## src/rtl/dse_pkg.sv

```systemverilog
`timescale 1ns / 1ps
`default_nettype none
package dse_pkg;

    localparam int unsigned  DATA_W    = 32;
    localparam int unsigned  ACC_W     = 50;
    localparam int unsigned  CNT_W     = $clog2(DATA_W + 1);
    localparam logic [31:0]  POS_ONE   = 32'd16777216;
    localparam logic [31:0]  S32_MAX   = 32'h7FFF_FFFF;
    localparam logic [31:0]  S32_MIN   = 32'h8000_0000;
    localparam logic [31:0]  MASS_RST  = 32'd327680;
    localparam logic [31:0]  STIFF_RST = 32'd655360;
    localparam logic [31:0]  DAMP_RST  = 32'd327680;
    localparam logic [31:0]  DT_RST    = 32'd7158279;

    localparam logic [1:0] CFG_MASS  = 2'd0;
    localparam logic [1:0] CFG_STIFF = 2'd1;
    localparam logic [1:0] CFG_DAMP  = 2'd2;
    localparam logic [1:0] CFG_DT    = 2'd3;

    typedef enum logic [4:0] {
        S_IDLE, S_M1, S_A1, S_B1, S_D1, S_W1,
        S_A2, S_B2, S_D2, S_W2,
        S_M5, S_U5, S_U6,
        S_M7, S_A7, S_B7, S_D7, S_W7,
        S_FIN
    } t_state;

    typedef enum logic [2:0] {
        MS_NONE, MS_YK, MS_VB, MS_AM, MS_WDT, MS_A1DT
    } t_mul_sel;

    typedef enum logic [2:0] {
        AO_NONE, AO_LOAD_NEG, AO_SUB, AO_Y_ADD, AO_V_ADD
    } t_acc_op;

    typedef enum logic [1:0] {
        DD_A1, DD_W, DD_ACC
    } t_div_dst;

    typedef struct packed {
        t_mul_sel mul_sel;
        t_acc_op  acc_op;
        logic     div_start;
        t_div_dst div_dst;
        logic     restart;
        logic     step;
        logic     out_load;
    } t_cmd;

    typedef struct packed {
        logic div_done;
        logic out_free;
    } t_status;

endpackage
`default_nettype wire

```

## src/rtl/dse_ctrl.sv

```systemverilog
`timescale 1ns / 1ps
`default_nettype none
module dse_ctrl (
    input  wire logic              i_clk,
    input  wire logic              i_rst_n,
    input  wire logic              i_in_valid,
    input  wire logic              i_in_restart,
    output logic                   o_in_stall,
    input  wire dse_pkg::t_status  i_status,
    output dse_pkg::t_cmd          o_cmd
);
    import dse_pkg::*;

    t_state r_state, n_state;
    logic   accept;

    assign accept = i_in_valid && (r_state == S_IDLE);

    always_ff @(posedge i_clk) begin
        if (!i_rst_n) begin
            r_state <= S_IDLE;
        end else begin
            r_state <= n_state;
        end
    end

    always_comb begin
        n_state = r_state;
        case (r_state)
            S_IDLE: if (accept) n_state = i_in_restart ? S_FIN : S_M1;
            S_M1:   n_state = S_A1;
            S_A1:   n_state = S_B1;
            S_B1:   n_state = S_D1;
            S_D1:   n_state = S_W1;
            S_W1:   if (i_status.div_done) n_state = S_A2;
            S_A2:   n_state = S_B2;
            S_B2:   n_state = S_D2;
            S_D2:   n_state = S_W2;
            S_W2:   if (i_status.div_done) n_state = S_M5;
            S_M5:   n_state = S_U5;
            S_U5:   n_state = S_U6;
            S_U6:   n_state = S_M7;
            S_M7:   n_state = S_A7;
            S_A7:   n_state = S_B7;
            S_B7:   n_state = S_D7;
            S_D7:   n_state = S_W7;
            S_W7:   if (i_status.div_done) n_state = S_FIN;
            S_FIN:  if (i_status.out_free) n_state = S_IDLE;
            default: n_state = S_IDLE;
        endcase
    end

    always_comb begin
        o_cmd           = '0;
        o_cmd.mul_sel   = MS_NONE;
        o_cmd.acc_op    = AO_NONE;
        o_cmd.div_dst   = DD_A1;
        o_cmd.restart   = accept && i_in_restart;
        o_cmd.step      = accept && !i_in_restart;
        case (r_state)
            S_M1:  o_cmd.mul_sel = MS_YK;
            S_A1:  begin o_cmd.acc_op = AO_LOAD_NEG; o_cmd.mul_sel = MS_VB; end
            S_B1:  o_cmd.acc_op = AO_SUB;
            S_D1:  begin
                o_cmd.div_start = 1'b1;
                o_cmd.div_dst   = DD_A1;
                o_cmd.mul_sel   = MS_YK;
            end
            S_A2:  begin o_cmd.acc_op = AO_LOAD_NEG; o_cmd.mul_sel = MS_AM; end
            S_B2:  o_cmd.acc_op = AO_SUB;
            S_D2:  begin o_cmd.div_start = 1'b1; o_cmd.div_dst = DD_W; end
            S_M5:  o_cmd.mul_sel = MS_WDT;
            S_U5:  begin o_cmd.acc_op = AO_Y_ADD; o_cmd.mul_sel = MS_A1DT; end
            S_U6:  o_cmd.acc_op = AO_V_ADD;
            S_M7:  o_cmd.mul_sel = MS_YK;
            S_A7:  begin o_cmd.acc_op = AO_LOAD_NEG; o_cmd.mul_sel = MS_VB; end
            S_B7:  o_cmd.acc_op = AO_SUB;
            S_D7:  begin o_cmd.div_start = 1'b1; o_cmd.div_dst = DD_ACC; end
            S_FIN: o_cmd.out_load = i_status.out_free;
            default: ;
        endcase
    end

    assign o_in_stall = (r_state != S_IDLE);

endmodule
`default_nettype wire

```

## src/rtl/dse_datapath.sv

```systemverilog
`timescale 1ns / 1ps
`default_nettype none
module dse_datapath (
    input  wire logic              i_clk,
    input  wire logic              i_rst_n,
    input  wire logic              i_cfg_valid,
    input  wire logic [1:0]        i_cfg_index,
    input  wire logic [31:0]       i_cfg_data,
    input  wire dse_pkg::t_cmd     i_cmd,
    output dse_pkg::t_status       o_status,
    input  wire logic              i_out_stall,
    output logic                   o_out_valid,
    output logic signed [31:0]     o_out_position,
    output logic signed [31:0]     o_out_velocity,
    output logic signed [31:0]     o_out_acceleration,
    output logic                   o_out_saturated
);
    import dse_pkg::*;

    // configuration
    logic [31:0] r_mass, r_stiff, r_damp, r_dt;
    // motion state and intermediates
    logic [31:0] r_y, r_v, r_a, r_a1, r_w;
    logic        r_flag;
    // shared multiplier and accumulator
    logic [63:0]       r_prod;
    logic              r_pneg;
    logic [ACC_W-1:0]  r_acc;
    // divider
    logic              r_div_busy, r_div_done, r_div_neg;
    logic [CNT_W-1:0]  r_div_cnt;
    logic [31:0]       r_rem, r_dq, r_dd;
    t_div_dst          r_div_dst;
    // output register
    logic              r_out_valid;
    logic [31:0]       r_out_y, r_out_v, r_out_a;
    logic              r_out_flag;

    function automatic logic [32:0] sat_add(input logic [33:0] x);
        logic [32:0] res;
        if (!x[33] && (x[32:31] != 2'b00))      res = {1'b1, S32_MAX};
        else if (x[33] && (x[32:31] != 2'b11))  res = {1'b1, S32_MIN};
        else                                     res = {1'b0, x[31:0]};
        return res;
    endfunction

    // apply sign and clip an unsigned quotient
    function automatic logic [32:0] quo_fix(input logic [31:0] q, input logic neg);
        logic [32:0] res;
        if (neg) begin
            if (q > S32_MIN) res = {1'b1, S32_MIN};
            else             res = {1'b0, 32'(-q)};
        end else begin
            if (q > S32_MAX) res = {1'b1, S32_MAX};
            else             res = {1'b0, q};
        end
        return res;
    endfunction

    // multiplier operands
    logic [31:0] mul_s, mul_u, s_mag;
    always_comb begin
        mul_s = r_y;
        mul_u = r_stiff;
        case (i_cmd.mul_sel)
            MS_YK:   begin mul_s = r_y;  mul_u = r_stiff; end
            MS_VB:   begin mul_s = r_v;  mul_u = r_damp;  end
            MS_AM:   begin mul_s = r_a;  mul_u = r_mass;  end
            MS_WDT:  begin mul_s = r_w;  mul_u = r_dt;    end
            MS_A1DT: begin mul_s = r_a1; mul_u = r_dt;    end
            default: ;
        endcase
        s_mag = mul_s[31] ? 32'(-mul_s) : mul_s;
    end

    // product terms, truncated toward zero
    logic [ACC_W-1:0] term16;
    logic [33:0]      term32, y_sum, v_sum;
    logic [32:0]      y_sat, v_sat;
    always_comb begin
        term16 = {2'b00, r_prod[63:16]};
        if (r_pneg) term16 = -term16;
        term32 = {2'b00, r_prod[63:32]};
        if (r_pneg) term32 = -term32;
        y_sum = {{2{r_y[31]}}, r_y} + term32;
        v_sum = {{2{r_v[31]}}, r_v} + term32;
        y_sat = sat_add(y_sum);
        v_sat = sat_add(v_sum);
    end

    // divider start checks and one restoring step
    logic              st_neg, st_zero, st_sat;
    logic [ACC_W-1:0]  st_mag;
    logic [31:0]       st_hi, st_div;
    logic [32:0]       rem2, st_res, fin_res;
    logic              ge;
    always_comb begin
        st_neg  = r_acc[ACC_W-1];
        st_mag  = st_neg ? -r_acc : r_acc;
        st_hi   = st_mag[47:16];
        st_div  = (i_cmd.div_dst == DD_W) ? r_damp : r_mass;
        st_zero = (st_mag == '0);
        st_sat  = (st_div == '0) || (st_hi >= st_div);
        st_res  = st_zero ? 33'd0 : {1'b1, (st_neg ? S32_MIN : S32_MAX)};
        rem2    = {r_rem, r_dq[31]};
        ge      = (rem2 >= {1'b0, r_dd});
        fin_res = quo_fix({r_dq[30:0], ge}, r_div_neg);
    end

    logic        div_wr;
    logic [32:0] div_res;
    t_div_dst    div_wdst;
    always_comb begin
        div_wr   = 1'b0;
        div_res  = st_res;
        div_wdst = i_cmd.div_dst;
        if (i_cmd.div_start && (st_zero || st_sat)) begin
            div_wr = 1'b1;
        end else if (r_div_busy && (r_div_cnt == CNT_W'(1))) begin
            div_wr   = 1'b1;
            div_res  = fin_res;
            div_wdst = r_div_dst;
        end
    end

    always_ff @(posedge i_clk) begin
        if (!i_rst_n) begin
            r_mass      <= MASS_RST;
            r_stiff     <= STIFF_RST;
            r_damp      <= DAMP_RST;
            r_dt        <= DT_RST;
            r_y         <= POS_ONE;
            r_v         <= '0;
            r_a         <= '0;
            r_flag      <= 1'b0;
            r_div_busy  <= 1'b0;
            r_div_done  <= 1'b0;
            r_div_cnt   <= '0;
            r_out_valid <= 1'b0;
        end else begin
            if (i_cfg_valid) begin
                case (i_cfg_index)
                    CFG_MASS:  r_mass  <= i_cfg_data;
                    CFG_STIFF: r_stiff <= i_cfg_data;
                    CFG_DAMP:  r_damp  <= i_cfg_data;
                    CFG_DT:    r_dt    <= i_cfg_data;
                    default: ;
                endcase
            end

            r_div_done <= div_wr;
            if (i_cmd.div_start && !(st_zero || st_sat)) begin
                r_div_busy <= 1'b1;
                r_div_cnt  <= CNT_W'(DATA_W);
            end else if (r_div_busy) begin
                r_div_cnt <= r_div_cnt - CNT_W'(1);
                if (r_div_cnt == CNT_W'(1)) r_div_busy <= 1'b0;
            end

            if (i_cmd.restart) begin
                r_y    <= POS_ONE;
                r_v    <= '0;
                r_a    <= '0;
                r_flag <= 1'b0;
            end else begin
                if (i_cmd.step) r_flag <= 1'b0;
                if (i_cmd.acc_op == AO_Y_ADD) begin
                    r_y <= y_sat[31:0];
                    if (y_sat[32]) r_flag <= 1'b1;
                end
                if (i_cmd.acc_op == AO_V_ADD) begin
                    r_v <= v_sat[31:0];
                    if (v_sat[32]) r_flag <= 1'b1;
                end
                if (div_wr) begin
                    case (div_wdst)
                        DD_A1:   r_a1 <= div_res[31:0];
                        DD_W:    r_w  <= div_res[31:0];
                        DD_ACC:  r_a  <= div_res[31:0];
                        default: ;
                    endcase
                    if (div_res[32]) r_flag <= 1'b1;
                end
            end

            if (i_cmd.out_load)    r_out_valid <= 1'b1;
            else if (!i_out_stall) r_out_valid <= 1'b0;
        end
    end

    // payload registers
    always_ff @(posedge i_clk) begin
        if (i_cmd.mul_sel != MS_NONE) begin
            r_prod <= 64'(s_mag) * 64'(mul_u);
            r_pneg <= mul_s[31];
        end
        case (i_cmd.acc_op)
            AO_LOAD_NEG: r_acc <= -term16;
            AO_SUB:      r_acc <= r_acc - term16;
            default: ;
        endcase
        if (i_cmd.div_start) begin
            r_rem     <= st_hi;
            r_dq      <= {st_mag[15:0], 16'h0000};
            r_dd      <= st_div;
            r_div_neg <= st_neg;
            r_div_dst <= i_cmd.div_dst;
        end else if (r_div_busy) begin
            r_rem <= ge ? 32'(rem2 - {1'b0, r_dd}) : rem2[31:0];
            r_dq  <= {r_dq[30:0], ge};
        end
        if (i_cmd.out_load) begin
            r_out_y    <= r_y;
            r_out_v    <= r_v;
            r_out_a    <= r_a;
            r_out_flag <= r_flag;
        end
    end

    assign o_status.div_done  = r_div_done;
    assign o_status.out_free  = !r_out_valid || !i_out_stall;
    assign o_out_valid        = r_out_valid;
    assign o_out_position     = r_out_y;
    assign o_out_velocity     = r_out_v;
    assign o_out_acceleration = r_out_a;
    assign o_out_saturated    = r_out_flag;

    a_div_cnt: assert property (@(posedge i_clk) disable iff (!i_rst_n)
        r_div_busy |-> (r_div_cnt != '0))
        else $error("divider busy with zero step count");
    a_div_start: assert property (@(posedge i_clk) disable iff (!i_rst_n)
        i_cmd.div_start |-> !r_div_busy)
        else $error("division started while divider busy");
    a_out_load: assert property (@(posedge i_clk) disable iff (!i_rst_n)
        i_cmd.out_load |-> (!r_out_valid || !i_out_stall))
        else $error("result loaded over a pending word");
    a_done_idle: assert property (@(posedge i_clk) disable iff (!i_rst_n)
        r_div_done |-> !r_div_busy)
        else $error("divider done while still busy");

endmodule
`default_nettype wire

```

## src/rtl/damped_spring_euler_step.sv

```systemverilog
`timescale 1ns / 1ps
`default_nettype none
// Damped mass-spring integrator: one explicit Euler step per input word.
// Input channel: i_in_valid / o_in_stall with i_in_restart. A word with
// restart set restores y = 1.0, v = 0, a = 0; otherwise the block advances
// the motion by one step of length time_step.
// Output channel: o_out_valid / i_out_stall with position, velocity and
// acceleration (signed Q8.24) and a saturated flag for clipping in the step.
// Configuration: i_cfg_valid / o_cfg_ready (always ready), index 0 mass,
// 1 spring_stiffness, 2 damping, 3 time_step. Write only while idle.
// Sequence: a step word's result passes through three division waits on one
// shared restoring divider (cut short when the quotient saturates or the
// numerator is zero) and 15 multiply, accumulate, divider-start, update
// and load states on one shared 32x32 multiplier. A restart word goes
// straight to the load state.
// One word is worked on at a time; the input stall drops as the result is
// loaded into the output register, and only then is a new word taken.
// Reset: synchronous, active low; configuration takes its default values,
// the output valid clears and the motion returns to y = 1.0, v = 0, a = 0.
// Stall: a pending result holds in the output register; a finished step
// waits for it to be taken before it is loaded.
module damped_spring_euler_step (
    input  wire logic               i_clk,
    input  wire logic               i_rst_n,
    input  wire logic               i_in_valid,
    input  wire logic               i_in_restart,
    output logic                    o_in_stall,
    output logic                    o_out_valid,
    input  wire logic               i_out_stall,
    output logic signed [31:0]      o_out_position,
    output logic signed [31:0]      o_out_velocity,
    output logic signed [31:0]      o_out_acceleration,
    output logic                    o_out_saturated,
    input  wire logic               i_cfg_valid,
    output logic                    o_cfg_ready,
    input  wire logic [1:0]         i_cfg_index,
    input  wire logic [31:0]        i_cfg_data
);
    import dse_pkg::*;

    t_cmd    cmd;
    t_status status;

    // configuration writes go straight into registers, so always accept
    assign o_cfg_ready = 1'b1;

    // sequence the step: multiply, accumulate, divide, update
    dse_ctrl u_ctrl (
        .i_clk        (i_clk),
        .i_rst_n      (i_rst_n),
        .i_in_valid   (i_in_valid),
        .i_in_restart (i_in_restart),
        .o_in_stall   (o_in_stall),
        .i_status     (status),
        .o_cmd        (cmd)
    );

    // hold the state, configuration, arithmetic units and output register
    dse_datapath u_dp (
        .i_clk              (i_clk),
        .i_rst_n            (i_rst_n),
        .i_cfg_valid        (i_cfg_valid),
        .i_cfg_index        (i_cfg_index),
        .i_cfg_data         (i_cfg_data),
        .i_cmd              (cmd),
        .o_status           (status),
        .i_out_stall        (i_out_stall),
        .o_out_valid        (o_out_valid),
        .o_out_position     (o_out_position),
        .o_out_velocity     (o_out_velocity),
        .o_out_acceleration (o_out_acceleration),
        .o_out_saturated    (o_out_saturated)
    );

endmodule
`default_nettype wire
```

## config.mk

```make
export PLATFORM = sky130hd
export DESIGN_NAME = damped_spring_euler_step
export DESIGN_NICKNAME = d
export VERILOG_FILES = /design/src/rtl/dse_pkg.sv /design/src/rtl/dse_ctrl.sv /design/src/rtl/dse_datapath.sv /design/src/rtl/damped_spring_euler_step.sv
export SDC_FILE = /design/constraint.sdc
export NUM_CORES = 2
export LEC_CHECK = 0
export ABC_AREA = 1
export BUFFER_PORTS_ARGS = -buffer_cell sky130_fd_sc_hd__buf_2
export CAP_MARGIN = 20
export CORE_ASPECT_RATIO = 1.5
export CORE_MARGIN = 1.5
export CORE_UTILIZATION = 60
export CTS_CLUSTER_DIAMETER = 80
export DETAILED_ROUTE_END_ITERATION = 8
export PLACE_DENSITY = 0.82
export REMOVE_ABC_BUFFERS = 1
export SLEW_MARGIN = 0
export SYNTH_ARGS = -nofsm -noshare
export SYNTH_HDL_FRONTEND = slang
export SYNTH_SLANG_ARGS = --single-unit
```

## constraint.sdc

```tcl
create_clock -name i_clk -period 9.85 [get_ports i_clk]
set_input_delay 0 -clock i_clk [delete_from_list [all_inputs] [get_ports i_clk]]
set_output_delay 0 -clock i_clk [all_outputs]
set_load 0.005 [all_outputs]
```

-- Word-level counts from Yosys, hierarchy flattened
Index checks and enable logic that the tools add are counted.
- $lt $le $gt $ge: 4
- bitwise logic cells: 2
- reductions and logical operators: 46
- eq/ne operators: 41
- add/sub/neg operators: 11
- $mul: 1
- mux-type cells: 53
- operators with widths (operator ; count):
    $mux W33 ; 10
    $mux W32 ; 8
    $pmux W32 S4 ; 1
    $mux W50 ; 2
    $neg A50 Y50 ; 2
    $pmux W50 S2 ; 1
    $pmux W32 S3 ; 1
    $pmux W5 S19 ; 1
    $add A34 B34 Y34 ; 2
    $mul A32 B32 Y64 ; 1
    $neg A32 Y32 ; 2
    $logic_not A50 Y1 ; 1
    $neg A48 Y50 ; 1
    $sub A50 B50 Y50 ; 1
    $eq A5 B4 Y1 const B ; 8
    $mux W34 ; 1
    $neg A32 Y34 ; 1
    $ge A33 B32 Y1 ; 1
    $ge A32 B32 Y1 ; 1
    $gt A32 B31 Y1 const B ; 1
    $gt A32 B32 Y1 const B ; 1
    $logic_not A32 Y1 ; 1
    $sub A32 B32 Y32 ; 1
    $mux W5 ; 6
    33 further kinds ; 102
- logic and storage cells: 187
- bits of input ports: 40
- output and inout bits: 100
- flip-flop bits (word level): 614

-- Logic depth before layout (Yosys ltp)
- word-level depth: 13
- depth in mapped cells: 52
- mapped depth without buffers: 50

-- Cells and area by module
A second synthesis with hierarchy kept.
- cell total of the unflattened synthesis: 9159
- area total of the unflattened synthesis: 70956.8 µm²
- modules (own cells, without submodules) (module ; cells an instance ; times used ; area an instance (µm²) ; seq. area each (µm²)):
    dse_datapath ; 9053 ; 1 ; 70375.0 ; 15304.7
    dse_ctrl ; 104 ; 1 ; 570.5 ; 100.1
    damped_spring_euler_step ; 2 ; 1 ; 11.3 ; 0.0

-- Worst setup path after synthesis
Ideal clock, no wire load.
- path kind: flip-flop to flip-flop
- start: reg u_ctrl.r_state[4]
- end: reg u_dp.r_prod[63] (data pin)
- cell stages (with the launch flop): 45
- period minus slack after synthesis: 8.534 ns
- library setup time: 0.252 ns
- required time: 9.598 ns
- slack: 1.316 ns
- arrival: 8.282 ns
- buffers on the path: 2
- path through: dfxtp_1 -> inv_4 -> nand2_2 -> nor2_4 -> nand2_2 -> inv_2 -> buf_2 -> nand2_1 -> nand2_1 -> a221oi_1 -> nand2_1 -> nor2_1 -> nand2_1 -> nor3_1 -> nand4_1 -> xor2_1 -> nand2_1 -> nand2_1 -> (+9 left out) -> fa_1 -> fa_1 -> inv_1 -> fa_1 -> inv_1 -> ha_1 -> a21oi_1 -> inv_1 -> a21oi_1 -> inv_1 -> a21oi_1 -> o21ai_0 -> inv_1 -> nor2_1 -> a2111oi_0 -> nand2_1 -> nand2_1 -> nand2_1
- cells in the longest elaborated chain, start to end: 8
- elaborated cells between the ends (all ways): 21
- those cells by class: add/sub: 1; mul: 1; eq/ne: 12; mux: 4; reduce/logical: 3
- ends and longest elaborated chain (item ; line ; source):
    from (decl) ; dse_ctrl.sv:14 ; t_state r_state, n_state;
    from (signal assigned) ; dse_ctrl.sv:23 ; r_state <= n_state;
    $eq A5 B1 Y1, or another cell as far along ; dse_ctrl.sv:60 ; case (r_state)
    $reduce_or A3 Y1 (no source line) or $reduce_or A2 Y1 (tied branches) ; - ;
    $pmux W3 S5 (*) ; dse_ctrl.sv:60 ;
    $eq A3 B3 Y1 or $eq A3 B2 Y1 (tied branches) ; dse_datapath.sv:65 ; case (i_cmd.mul_sel)
    $pmux W32 S4 ; dse_datapath.sv:65 ;
    $neg A32 Y32 ; dse_datapath.sv:73 ; s_mag = mul_s[31] ? 32'(-mul_s) : mul_s;
    $mux W32 ; dse_datapath.sv:73 ;
    $mul A32 B32 Y64 (*) ; dse_datapath.sv:194 ; r_prod <= 64'(s_mag) * 64'(mul_u);
    to (signal assigned) ; dse_datapath.sv:194 ;
    to (decl) ; dse_datapath.sv:26 ; logic [63:0] r_prod;
Mark *: on every way between the ends. The rest lies on a longest branch, timed or not.
A chain may end at the register's enable or synchronous reset.

-- Final worst setup path
- start: reg u_ctrl.r_state[3]
- end: reg u_dp.r_prod[60] (data pin)
Same word-level chain as after synthesis.

==> impl_metrics.yaml <==
status:
  violations: "DRC"
  outcome: "finished with violations"
sta:
  tns_ps: 0
  fmax_mhz: 103
  post-route-period-util: 0.989
  slew_violations: 0
  finClkSkew_ps: 30.9
  fin_crit_ps: 9750
  hold_viol_final: 0
  worst_slew_pin_slew_ps: 1350
  relSlewSlack: 0.0943
  setup_viol: 0
grt:
  grt.overflow.total: 0
  grt_pass1_vias: 70822
  met2_usage: 0.805
  grt.busiest_layer: "met2"
  antenna_found_initial: 23
  grt_max_degree: 97
  grt_use_met1: 0.496
  grt_pass1_wl_um: 444000
  grt_usage: 0.508
  grt_use_met3: 0.163
logic_synthesis:
  ys_ff_latch: 598
  synth_flop_cell: "edfxtp_1"
  synth_common_cells: "nand2_1, inv_1, nor2_1, fa_1, a21oi_1"
  yosysTopAreaCell: "fa_1"
  yosysMostFrequentCell: "nand2_1"
  syn_avg_cell_area_sq_um: 7.74
  yosys.area.top_type_share: 0.253
  synth_edf_count: 343
  seq_area_frac_synth: 0.217
  syn_area_sq_um: 71100
  syn_inst: 9185
  synth_area_leaders: "fa_1, edfxtp_1, nand2_1, inv_1, ha_1"
  async_reset_ff_frac: 0
  yosysWarnings: 0
  yosys.cell_types.count: 65
layout:
  syn2layout_area_growth_pct: 13.1
  fin_nets: 11058
  drive_above_1_share: 0.111
  fill_cells: 9605
critical_path:
  cp_data_arrival_time_ps: 10120
  max_stage_delay_ps: 550
  slowest_stage: "fa_1"
  startpoint_type: "register"
  crit_path_max_fanout: 23
  end_kind: "register"
  critPathMostFrequentCell: "fa_1"
  crit_type: "register to register"
  cp_data_required_time_ps: 10220
clocking:
  clk_path_buf_depth: 3
  root_buffer: "clkbuf_16"
  cts.clk_slew.worst_paths_ps: 80
  cts_sinks: 598
  cts_tree: "done"
  numCtsBuffers: 52
  clock_latency_ps: 650
  h-tree-depth: 2
floorplan:
  core_area_sq_um: 118000
  row_count: 154
  die_w_um: 284
  dieArea_sq_um: 121000
  start_util: 0.605
  dieHeight_um: 425
  ios: 140
pwr:
  finalPower_w: 0.0169
  p_leak_nw: 39.3
  ir_worst_vdd_mv: 0.176
  power_density_nw_per_um2: 210
routing:
  via_per_inst: 6.17
  ant_nets: 0
  drc: 68
  firstDrtPassIters: 9
  wl_um: 307000
  wire_per_inst_um: 27.2
  drt_first_iter_violations: 8156
  num_vias: 69614
min_path:
  worstHoldPathType: "primary input to register"
place:
  io_buffers: 138
  place.gp.congestion: 1.12
  hpwl_um: 240000
run:
  cap_viol_max_count: 0
==> logic make-up after synthesis <==
logic type                 share of synthesized area
and+or+nand+nor                                0.210
buffers and inverters                          0.108
adders and majority gates                      0.332
AOI/OAI and AO/OA                             0.0997
DFF                                            0.217
xor gates and xnor gates                      0.0335
muxes                                       0.000334
other                                      0.0000528
==> sequential cells by signal, summed over array words and instances (netlist names), 2 cells and up <==
| signal | cells |
|---|---|
| u_dp.r_acc | 50 |
| u_dp.r_prod | 48 |
| u_dp.o_out_acceleration | 32 |
| u_dp.o_out_position | 32 |
| u_dp.o_out_velocity | 32 |
| u_dp.r_a1 | 32 |
| u_dp.r_a | 32 |
| u_dp.r_damp | 32 |
| u_dp.r_dd | 32 |
| u_dp.r_dq | 32 |
| u_dp.r_dt | 32 |
| u_dp.r_mass | 32 |
| u_dp.r_rem | 32 |
| u_dp.r_stiff | 32 |
| u_dp.r_v | 32 |
| u_dp.r_w | 32 |
| u_dp.r_y | 32 |
| u_dp.r_div_cnt | 6 |
| u_ctrl.r_state | 5 |
| u_dp.r_div_dst | 2 |
==> area by class of cell <==
cell class | count | area, sq um | share of cell area
multi-input combinational | 6589 | 48700 | 0.606
antenna | 15 | 37.5 | 0.000467
clock buffer | 55 | 1310 | 0.0163
clock inverter | 42 | 485 | 0.00604
inverter | 1668 | 6320 | 0.0787
sequential | 598 | 15400 | 0.192
tap | 1560 | 1950 | 0.0243
timing repair buffer | 764 | 6170 | 0.0767
==> where the power goes <==
group,internal [W],switching (W),leakage (nW)
sequential,0.00343,0.000412,5.22
clock,0.00118,0.00107,0.846
combinational,0.00347,0.00735,33.2
total,0.00808,0.00883,39.3
==> per-stage QoR <==
stage / utilization / setup WS, ps / hold WS [ps] / instance area (sq um) / cells
floorplan: - / -137 / 84.1 / 69600 / 8853
global placement: 0.656 / -36.8 / 260 / 77100 / 11106
detailed placement: 0.656 / -63.6 / 269 / 77100 / 11106
CTS: 0.674 / 20.0 / 0.810 / 79300 / 11242
global route: 0.684 / -63.4 / 64.4 / 80300 / 11279
finish: 0.684 / 104 / 61.1 / 80400 / 11291
==> metal layers <==
layer / up-vias / routed length [um]
met5: - / 121
met2: 5055 / 138000
met1: 32739 / 90400
met3: 2162 / 34300
met4: 18 / 44600
li1: 29640 / -
==> cell usage in the layout, fill, tap and decap left out, types with 25 or more instances in the layout <==
cell	count
a21oi_1	487
o211ai_1	36
dlygate4sd3_1	39
buf_12	46
inv_1	1608
nand2_1	1802
ha_1	431
a21oi_2	25
o21a_1	50
nand3_1	294
xnor2_1	88
xor2_1	183
edfxtp_1	343
o21ai_0	433
clkbuf_16	53
fa_1	872
dfxtp_1	252
nor4_1	27
nand4_1	59
nand2_2	28
buf_2	137
clkinvlp_4	27
a31oi_1	33
fa_2	27
nor3_1	74
buf_4	525
o22ai_1	41
nor2_1	1293
nor2_2	53
==> final timing paths <==
kind / startpoint / to / slack [ps] / depth (start not counted)
worst min register to register: u_dp.r_a[29] / u_dp.o_out_acceleration[29] / 450 / 0
worst max register to register: u_ctrl.r_state[3] / u_dp.r_prod[60] / 100 / 38
worst min-delay path: i_cfg_index[0] / u_dp.r_damp[6] / 60 / 5
worst max-delay path: u_ctrl.r_state[3] / u_dp.r_prod[60] / 100 / 38
==> critical path: cells and delay by family, from the launching register on <==
family          cells  cell delay [ps]
compound gates      4              430
xor+xnor            1               70
fa+ha+maj           9             4250
buf+inv            13             2330
flops               1              320
simple gates       11             2010
==> what timing repair did <==
item	CTS	global route
pin swaps	0	51
gates cloned	0	3
setup buffers	0	28
setup endpoints to repair	6	48
hold endpoints to repair	135	0
gates resized for setup	3	214
hold buffers	39	0
(Power assumes the default switching activity.)
